**src/hw/rtl/mot_pkg.sv**
```systemverilog
// Shared package for the millisecond one-shot timer.
// Holds mode codes, tick width, default unit length and the per-transaction record.
// Depends on nothing.
`timescale 1ns / 1ps
`default_nettype none

package mot_pkg;

  // Width of the free-running tick counter and of unit counts
  localparam int TICK_W = 32;

  // Default ticks in one unit
  localparam int unsigned TICKS_PER_UNIT_DEF = 1000;

  // Transaction modes
  localparam logic [1:0] MODE_POLL  = 2'd0;
  localparam logic [1:0] MODE_START = 2'd1;
  localparam logic [1:0] MODE_STOP  = 2'd2;

  // Result of the state update, before the overrun divide
  typedef struct packed {
    logic              expired;
    logic              running;
    logic              ov_plus1;   // add one unit: run was started with zero units
    logic [TICK_W-1:0] ov_ticks;   // ticks past the deadline, divided downstream
  } tmr_rec_t;

endpackage

`default_nettype wire

```
**src/hw/rtl/mot_prep.sv**
```systemverilog
// Input register stage of the timer.
// Captures each transaction and forms the start load (total ticks of the wait).
// Depends on mot_pkg.
`timescale 1ns / 1ps
`default_nettype none

module mot_prep #(
  parameter int unsigned TICKS_PER_UNIT = mot_pkg::TICKS_PER_UNIT_DEF,
  localparam int LOAD_W = mot_pkg::TICK_W + $clog2(TICKS_PER_UNIT)
) (
  input  wire logic                      clk,
  input  wire logic                      rst,
  input  wire logic                      in_valid,
  output logic                           in_stall,
  input  wire logic [1:0]                mode,
  input  wire logic [mot_pkg::TICK_W-1:0] wait_units,
  input  wire logic [mot_pkg::TICK_W-1:0] uptime_ticks,
  input  wire logic                      ready_dn,
  output logic                           s_valid,
  output logic [1:0]                     s_mode,
  output logic [mot_pkg::TICK_W-1:0]     s_now,
  output logic [LOAD_W-1:0]              s_load,
  output logic                           s_zero
);

  logic              ready;
  logic              accept;
  logic              zero_req;
  logic [LOAD_W-1:0] load_next;

  assign ready    = !s_valid || ready_dn;
  assign in_stall = !ready;
  assign accept   = in_valid && ready;

  // Total ticks to the deadline; a zero-unit wait still runs one unit
  assign zero_req  = (wait_units == '0);
  assign load_next = zero_req ? LOAD_W'(TICKS_PER_UNIT)
                              : LOAD_W'(wait_units) * LOAD_W'(TICKS_PER_UNIT);

  // Hold the stage valid bit
  always_ff @(posedge clk) begin
    if (rst) begin
      s_valid <= 1'b0;
    end else if (ready) begin
      s_valid <= in_valid;
    end
  end

  // Capture the transaction payload
  always_ff @(posedge clk) begin
    if (accept) begin
      s_mode <= mode;
      s_now  <= uptime_ticks;
      s_load <= load_next;
      s_zero <= zero_req;
    end
  end

endmodule

`default_nettype wire

```
**src/hw/rtl/mot_state.sv**
```systemverilog
// Timer state loop: active flag, ticks left to the deadline, last sample, overrun.
// One compare and subtract on the remaining ticks per poll. Depends on mot_pkg.
`timescale 1ns / 1ps
`default_nettype none

module mot_state #(
  parameter int unsigned TICKS_PER_UNIT = mot_pkg::TICKS_PER_UNIT_DEF,
  localparam int LOAD_W = mot_pkg::TICK_W + $clog2(TICKS_PER_UNIT)
) (
  input  wire logic                       clk,
  input  wire logic                       rst,
  input  wire logic                       s_valid,
  input  wire logic [1:0]                 s_mode,
  input  wire logic [mot_pkg::TICK_W-1:0] s_now,
  input  wire logic [LOAD_W-1:0]          s_load,
  input  wire logic                       s_zero,
  output logic                            ready_up,
  output logic                            r_valid,
  output mot_pkg::tmr_rec_t               r_rec,
  input  wire logic                       ready_dn
);

  logic                       ready;
  logic                       take;

  logic                       active;
  logic                       active_next;
  logic                       units_zero;
  logic                       units_zero_next;
  logic [LOAD_W-1:0]          left;
  logic [LOAD_W-1:0]          left_next;
  logic [mot_pkg::TICK_W-1:0] last;
  logic [mot_pkg::TICK_W-1:0] last_next;
  logic [mot_pkg::TICK_W-1:0] ov_ticks;
  logic [mot_pkg::TICK_W-1:0] ov_ticks_next;
  logic                       ov_plus1;
  logic                       ov_plus1_next;
  logic                       expired_now;

  logic [mot_pkg::TICK_W-1:0] elapsed;
  logic [LOAD_W-1:0]          elapsed_w;
  logic                       reached;

  assign ready    = !r_valid || ready_dn;
  assign ready_up = ready;
  assign take     = s_valid && ready;

  // Elapsed ticks wrap modulo the counter width
  assign elapsed   = s_now - last;
  assign elapsed_w = LOAD_W'(elapsed);
  assign reached   = (elapsed_w >= left);

  // Work out the next state for this transaction
  always_comb begin
    active_next     = active;
    units_zero_next = units_zero;
    left_next       = left;
    last_next       = last;
    ov_ticks_next   = ov_ticks;
    ov_plus1_next   = ov_plus1;
    expired_now     = 1'b0;
    case (s_mode)
      mot_pkg::MODE_POLL: begin
        if (active) begin
          if (reached) begin
            // Deadline passed: stop and keep the excess for the overrun divide
            active_next   = 1'b0;
            ov_ticks_next = elapsed - left[mot_pkg::TICK_W-1:0];
            ov_plus1_next = units_zero;
            expired_now   = 1'b1;
          end else begin
            left_next = left - elapsed_w;
            last_next = s_now;
          end
        end
      end
      mot_pkg::MODE_START: begin
        active_next     = 1'b1;
        units_zero_next = s_zero;
        left_next       = s_load;
        last_next       = s_now;
        ov_ticks_next   = '0;
        ov_plus1_next   = 1'b0;
      end
      mot_pkg::MODE_STOP: begin
        active_next   = 1'b0;
        ov_ticks_next = '0;
        ov_plus1_next = 1'b0;
      end
      default: begin
      end
    endcase
  end

  // Advance the timer state once per transaction
  always_ff @(posedge clk) begin
    if (rst) begin
      active     <= 1'b0;
      units_zero <= 1'b0;
      left       <= '0;
      last       <= '0;
      ov_ticks   <= '0;
      ov_plus1   <= 1'b0;
    end else if (take) begin
      active     <= active_next;
      units_zero <= units_zero_next;
      left       <= left_next;
      last       <= last_next;
      ov_ticks   <= ov_ticks_next;
      ov_plus1   <= ov_plus1_next;
    end
  end

  // Hold the result valid bit
  always_ff @(posedge clk) begin
    if (rst) begin
      r_valid <= 1'b0;
    end else if (ready) begin
      r_valid <= s_valid;
    end
  end

  // Register the result record
  always_ff @(posedge clk) begin
    if (take) begin
      r_rec.expired  <= expired_now;
      r_rec.running  <= active_next;
      r_rec.ov_plus1 <= ov_plus1_next;
      r_rec.ov_ticks <= ov_ticks_next;
    end
  end

endmodule

`default_nettype wire

```
**src/hw/rtl/mot_div.sv**
```systemverilog
// Overrun divide and output register: excess ticks over the unit length.
// Reciprocal multiply, back multiply, then one correction step. Depends on mot_pkg.
`timescale 1ns / 1ps
`default_nettype none

module mot_div #(
  parameter int unsigned TICKS_PER_UNIT = mot_pkg::TICKS_PER_UNIT_DEF
) (
  input  wire logic                       clk,
  input  wire logic                       rst,
  input  wire logic                       r_valid,
  input  wire mot_pkg::tmr_rec_t          r_rec,
  output logic                            ready_up,
  output logic                            out_valid,
  input  wire logic                       out_stall,
  output logic                            expired,
  output logic                            running,
  output logic [mot_pkg::TICK_W-1:0]      overrun_units
);

  localparam int TW = mot_pkg::TICK_W;
  localparam logic [2*TW-1:0] ONE_SHL = (2*TW)'(1) << TW;
  localparam logic [TW-1:0]   RECIP   = TW'(ONE_SHL / (2*TW)'(TICKS_PER_UNIT));
  localparam logic [TW-1:0]   UNIT    = TW'(TICKS_PER_UNIT);

  logic              o_ready;
  logic              b_ready;
  logic              a_ready;

  logic              a_valid;
  mot_pkg::tmr_rec_t a_rec;
  logic [TW-1:0]     a_q0;
  logic [2*TW-1:0]   a_prod;

  logic              b_valid;
  mot_pkg::tmr_rec_t b_rec;
  logic [TW-1:0]     b_q0;
  logic [TW-1:0]     b_back;

  logic [TW-1:0]     rem;
  logic [TW-1:0]     quot;

  assign o_ready  = !out_valid || !out_stall;
  assign b_ready  = !b_valid || o_ready;
  assign a_ready  = !a_valid || b_ready;
  assign ready_up = a_ready;

  // Estimate the quotient; it is low by at most one
  assign a_prod = (2*TW)'(r_rec.ov_ticks) * (2*TW)'(RECIP);

  // Finish the remainder and correct the estimate
  assign rem  = b_rec.ov_ticks - b_back;
  assign quot = b_q0 + TW'(rem >= UNIT) + TW'(b_rec.ov_plus1);

  // Hold the stage valid bits
  always_ff @(posedge clk) begin
    if (rst) begin
      a_valid   <= 1'b0;
      b_valid   <= 1'b0;
      out_valid <= 1'b0;
    end else begin
      if (a_ready) begin
        a_valid <= r_valid;
      end
      if (b_ready) begin
        b_valid <= a_valid;
      end
      if (o_ready) begin
        out_valid <= b_valid;
      end
    end
  end

  // Advance the payload through the divide stages
  always_ff @(posedge clk) begin
    if (a_ready && r_valid) begin
      a_rec <= r_rec;
      a_q0  <= a_prod[2*TW-1:TW];
    end
    if (b_ready && a_valid) begin
      b_rec  <= a_rec;
      b_q0   <= a_q0;
      b_back <= TW'(a_q0 * UNIT);
    end
    if (o_ready && b_valid) begin
      expired       <= b_rec.expired;
      running       <= b_rec.running;
      overrun_units <= quot;
    end
  end

endmodule

`default_nettype wire

```
**src/hw/rtl/millisecond_oneshot_timer_top.sv**
```systemverilog
// Top level of the millisecond one-shot timer.
// Instantiates mot_prep, mot_state and mot_div; depends on mot_pkg.
//
//   channel   dir  handshake             payload
//   input     in   in_valid / in_stall   mode, wait_units, uptime_ticks
//   result    out  out_valid / out_stall expired, running, overrun_units
//
// One transaction per cycle unless out_stall holds the pipeline back.
// The rate is set by the state register loop: one compare and subtract on the
// remaining ticks per poll. Divide stages a and b and the output register follow.
// Synchronous reset clears the timer state and all stage valid bits.
// A stall holds only the stages that are full; empty stages keep filling, so
// input is taken while a result waits.
`timescale 1ns / 1ps
`default_nettype none

module millisecond_oneshot_timer_top #(
  parameter int unsigned TICKS_PER_UNIT = mot_pkg::TICKS_PER_UNIT_DEF,
  localparam int LOAD_W = mot_pkg::TICK_W + $clog2(TICKS_PER_UNIT)
) (
  input  wire logic                       clk,
  input  wire logic                       rst,
  input  wire logic                       in_valid,
  output logic                            in_stall,
  input  wire logic [1:0]                 mode,
  input  wire logic [mot_pkg::TICK_W-1:0] wait_units,
  input  wire logic [mot_pkg::TICK_W-1:0] uptime_ticks,
  output logic                            out_valid,
  input  wire logic                       out_stall,
  output logic                            expired,
  output logic                            running,
  output logic [mot_pkg::TICK_W-1:0]      overrun_units
);

  logic                       s_valid;
  logic [1:0]                 s_mode;
  logic [mot_pkg::TICK_W-1:0] s_now;
  logic [LOAD_W-1:0]          s_load;
  logic                       s_zero;
  logic                       state_ready;
  logic                       r_valid;
  mot_pkg::tmr_rec_t          r_rec;
  logic                       div_ready;

  // Capture transactions
  mot_prep #(.TICKS_PER_UNIT(TICKS_PER_UNIT)) u_prep (
    .clk          (clk),
    .rst          (rst),
    .in_valid     (in_valid),
    .in_stall     (in_stall),
    .mode         (mode),
    .wait_units   (wait_units),
    .uptime_ticks (uptime_ticks),
    .ready_dn     (state_ready),
    .s_valid      (s_valid),
    .s_mode       (s_mode),
    .s_now        (s_now),
    .s_load       (s_load),
    .s_zero       (s_zero)
  );

  // Update the timer
  mot_state #(.TICKS_PER_UNIT(TICKS_PER_UNIT)) u_state (
    .clk      (clk),
    .rst      (rst),
    .s_valid  (s_valid),
    .s_mode   (s_mode),
    .s_now    (s_now),
    .s_load   (s_load),
    .s_zero   (s_zero),
    .ready_up (state_ready),
    .r_valid  (r_valid),
    .r_rec    (r_rec),
    .ready_dn (div_ready)
  );

  // Divide the overrun and drive the result
  mot_div #(.TICKS_PER_UNIT(TICKS_PER_UNIT)) u_div (
    .clk           (clk),
    .rst           (rst),
    .r_valid       (r_valid),
    .r_rec         (r_rec),
    .ready_up      (div_ready),
    .out_valid     (out_valid),
    .out_stall     (out_stall),
    .expired       (expired),
    .running       (running),
    .overrun_units (overrun_units)
  );

endmodule

`default_nettype wire

```
**config.mk**
```make
export PLATFORM = sky130hd
export DESIGN_NAME = millisecond_oneshot_timer_top
export DESIGN_NICKNAME = d
export VERILOG_FILES = /design/src/hw/rtl/mot_pkg.sv /design/src/hw/rtl/mot_prep.sv /design/src/hw/rtl/mot_state.sv /design/src/hw/rtl/mot_div.sv /design/src/hw/rtl/millisecond_oneshot_timer_top.sv
export SDC_FILE = /design/constraint.sdc
export NUM_CORES = 2
export LEC_CHECK = 0
export ABC_AREA = 1
export BUFFER_PORTS_ARGS = -buffer_cell sky130_fd_sc_hd__buf_2
export CAP_MARGIN = 30
export CORE_MARGIN = 1
export CORE_UTILIZATION = 45
export CTS_CLUSTER_DIAMETER = 60
export CTS_CLUSTER_SIZE = 24
export DETAILED_ROUTE_END_ITERATION = 10
export PLACE_DENSITY_LB_ADDON = 0.08
export SLEW_MARGIN = 20
export SYNTH_ARGS = -nofsm -noshare
export SYNTH_HDL_FRONTEND = slang
export SYNTH_SLANG_ARGS = --single-unit
```
**constraint.sdc**
```tcl
create_clock -name clk -period 5.7 [get_ports clk]
set_input_delay 0.285 -clock clk [delete_from_list [all_inputs] [get_ports clk]]
set_output_delay 0.285 -clock clk [all_outputs]
set_load 0.005 [all_outputs]
```
==> metrics.cfg <==
[synth]
yosys.cell_types.count = 51
netlist_instances = 5821
ys_ff_latch = 387
synth_edf_count = 273
syn_area_sq_um = 45750
postSynth.asyncResetShare_pct = 0
synth_top_area_share_pct = 18.38
ys_seq_area_share_pct = 22.91
yosys_most_used_dff = edfxtp_1
yosys_warnings = 0
yosys-top-cells-area = fa_1 (18%), edfxtp_1 (18%), ha_1 (16%)
syn_avg_cell_area_sq_um = 7.859
synth_top_cell_by_area = fa_1

[die]
dieWidth_um = 320.8
core_area_sq_um = 100400
start_util_pct = 45.55
fp.dieH_um = 320.8
io_pins = 106
fp-row-count = 116
die-area_sq_um = 102900

[worst_setup_path]
crit_path_top_delay_cell = fa_1
crit_fanout = 4
worstPathCellList = buf_6, ha_1, ha_1, inv_1, fa_1, inv_1, fa_1, inv_1, fa_1, inv_1, fa_1, fa_1, ha_4, a21o_1, buf_4, a31oi_2, o21ai_0, a21oi_1, nand3_2, buf_4, xor2_1
worstPathRequired_ps = 6100
start_kind = register
slowest_delay_ps = 560
cp.arrival_ps = 6010
end_kind = register
crit_type = reg -> reg
path_common_cell = fa_1

[clock_tree]
root_buffer = clkbuf_16
clk_pin_slew_ps = 70
clock_sinks = 387
clock_latency_ps = 660
numCtsBuffers = 47
clk_path_buf_depth = 3
cts_tree = done
htree_levels = 2

[layout]
nFillCells = 9916
finalNonFillerCells = 7573
drive_gt1_share_pct = 9.735
regArea_sq_um = 10480
area_delta_synth_final_pct = 14.65
nets = 7266
multi_input_area_sq_um = 30770

[min_path]
min_path_type = in -> reg

[status]
status = complete, no violations

[timing]
fin_crit_sh_pct = 98.41
fmax_mhz = 178.3
finalHoldViolCount = 0
rsz0062_at_grt = yes
report.final.setup_viol = 0
skew_ps = 47.19
worstMarginPinSlew_ps = 953.4
relSlewSlack_pct = 36.44
layout_min_cycle_time_ps = 5609
drv_slew = 0

[placement]
numPortBuffers = 98
dp_cells = 7427
hpwl_um = 115600
globalplace.congestion = 0.9640

[grt]
grt_pass1_wl_um = 214200
grt_usage_pct = 26.91
grt_max_degree = 75
grt_overflow = 0
antenna_found_initial = 1
grt_pass1_vias = 38252

[route]
detail-route-antenna-nets = 0
drt-wirelength-per-cell_um = 17.95
drt-initial-drc-count = 2128
firstDrtPassIters = 6
drc = 0
vias = 37969
drt-total-wl_um = 135900
viasPerCell = 5.014

[run]
maxCapViolations = 0

## metrics by stage
step	area (sq um)	TNS [ps]	hold slack, ps	utilization, %	setup WS (ps)
after floorplan	45770	0	383.9	-	323.4
after global placement	49370	-1354	400.6	49.15	-317.8
after detailed placement	49370	-1360	405.7	49.15	-248.9
after CTS	51520	0	75.64	51.29	7.948
after global routing	52440	-220.2	136.4	52.22	-53.14
final	52450	0	104.0	52.22	90.73
## cell usage in the layout (no fill, tap or decap), types with 11 or more instances in the layout
master         Yosys  layout
xor2_1           103     103
nand3_1          303     297
nor2_1           515     490
nand4_1           57      57
edfxtp_1         273     273
nor2_4             4      13
o21ai_0          225     211
buf_4             11     217
a21o_1            27      27
o21a_1            15      15
ha_4               0      26
a21oi_1          331     304
o21ai_1            6      13
nand2_2            7      23
xnor2_1           25      25
inv_1           1322    1312
nor2_2             5      21
a21oi_2            0      21
o21bai_1          35      33
a31oi_1           28      22
dfxtp_1          114     114
fa_1             420     410
dlygate4sd3_1      0      36
nor3_1            39      36
clkbuf_16          0      48
buf_12             0      13
ha_1             600     572
buf_2              7      98
inv_2              6      14
nand2_1         1198    1180
nor4_1            21      18
nand3b_1          11      11
## Yosys cell counts (21+ instances only)
cell type and n:
inv_1 1322, nand2_1 1198, ha_1 600, nor2_1 515, fa_1 420, a21oi_1 331
nand3_1 303, edfxtp_1 273, o21ai_0 225, dfxtp_1 114, xor2_1 103, nand4_1 57
nor3_1 39, o21bai_1 35, clkbuf_1 33, a31oi_1 28, a21o_1 27, xnor2_1 25
nor4_1 21
## timing repair
item / CTS / global route
pin swaps: 2 / 69
buffers inserted: 5 / 16
endpoints found under the setup margin: 16 / 30
hold buffers: 36 / 0
resized for setup: 25 / 161
hold endpoints to repair: 37 / 0
## registers in the layout, summed over array words and instances, names as in the netlist, 2 cells and up
name	cells
u_state.left	42
u_prep.s_load	39
u_state.r_rec	35
u_div.a_rec	32
u_div.b_rec	32
u_prep.s_now	32
u_state.last	32
u_state.ov_ticks	32
u_div.b_back	29
u_div.overrun_units	25
u_div.a_q0	23
u_div.b_q0	21
u_prep.s_mode	2
## layout make-up
type	count	area share (%)
clock buffer	53	2.345
antenna	1	0.004771
inverter	1330	9.524
clock inverter	35	0.8278
tap	1357	3.237
multi-input combinational	4039	58.67
sequential	387	19.98
timing repair buffer	371	5.406
## per-layer routing
layer  track usage [%]  wire length (um)  vias up
li1                  -                 -    19050
met1             34.27             59120    18051
met2             47.75             67290      668
met3             1.908              4054      198
met4             9.915              5466        2
met5                 0                11        -
## final timing paths
check	end	slack (ps)	depth (start not counted)	start
max	u_div.a_q0[6]	90	21	u_state.r_rec[18]
min	u_prep.s_load[3]	100	3	wait_units[0]
max reg2reg	u_div.a_q0[6]	90	21	u_state.r_rec[18]
min reg2reg	u_div.b_rec[20]	390	0	u_div.a_rec[20]
## worst max-delay path, delay by kind of cell (launching register included)
kind                     cells  cell delay (ps)
AO/OA/AOI/OAI                4              680
flip-flops                   1              460
adder cells (fa/ha/maj)      8             3250
buffers and inverters        7              720
XOR/XNOR                     1              130
AND/OR/NAND/NOR              1              150
## kinds of logic (layout without fill, tap and decap cells)
group	Yosys count	after routing	synth area share [%]
simple gates	2182	2182	19.65
xor+xnor	128	128	2.451
compound gates	701	701	8.381
fa+ha+maj	1020	1020	34.79
other cells	1	9	0.008198
buf+inv	1402	1789	11.80
flops	387	387	22.91
Power is not shown: default switching activity piles up to over one toggle a cycle in this logic, so the estimate is an artifact.
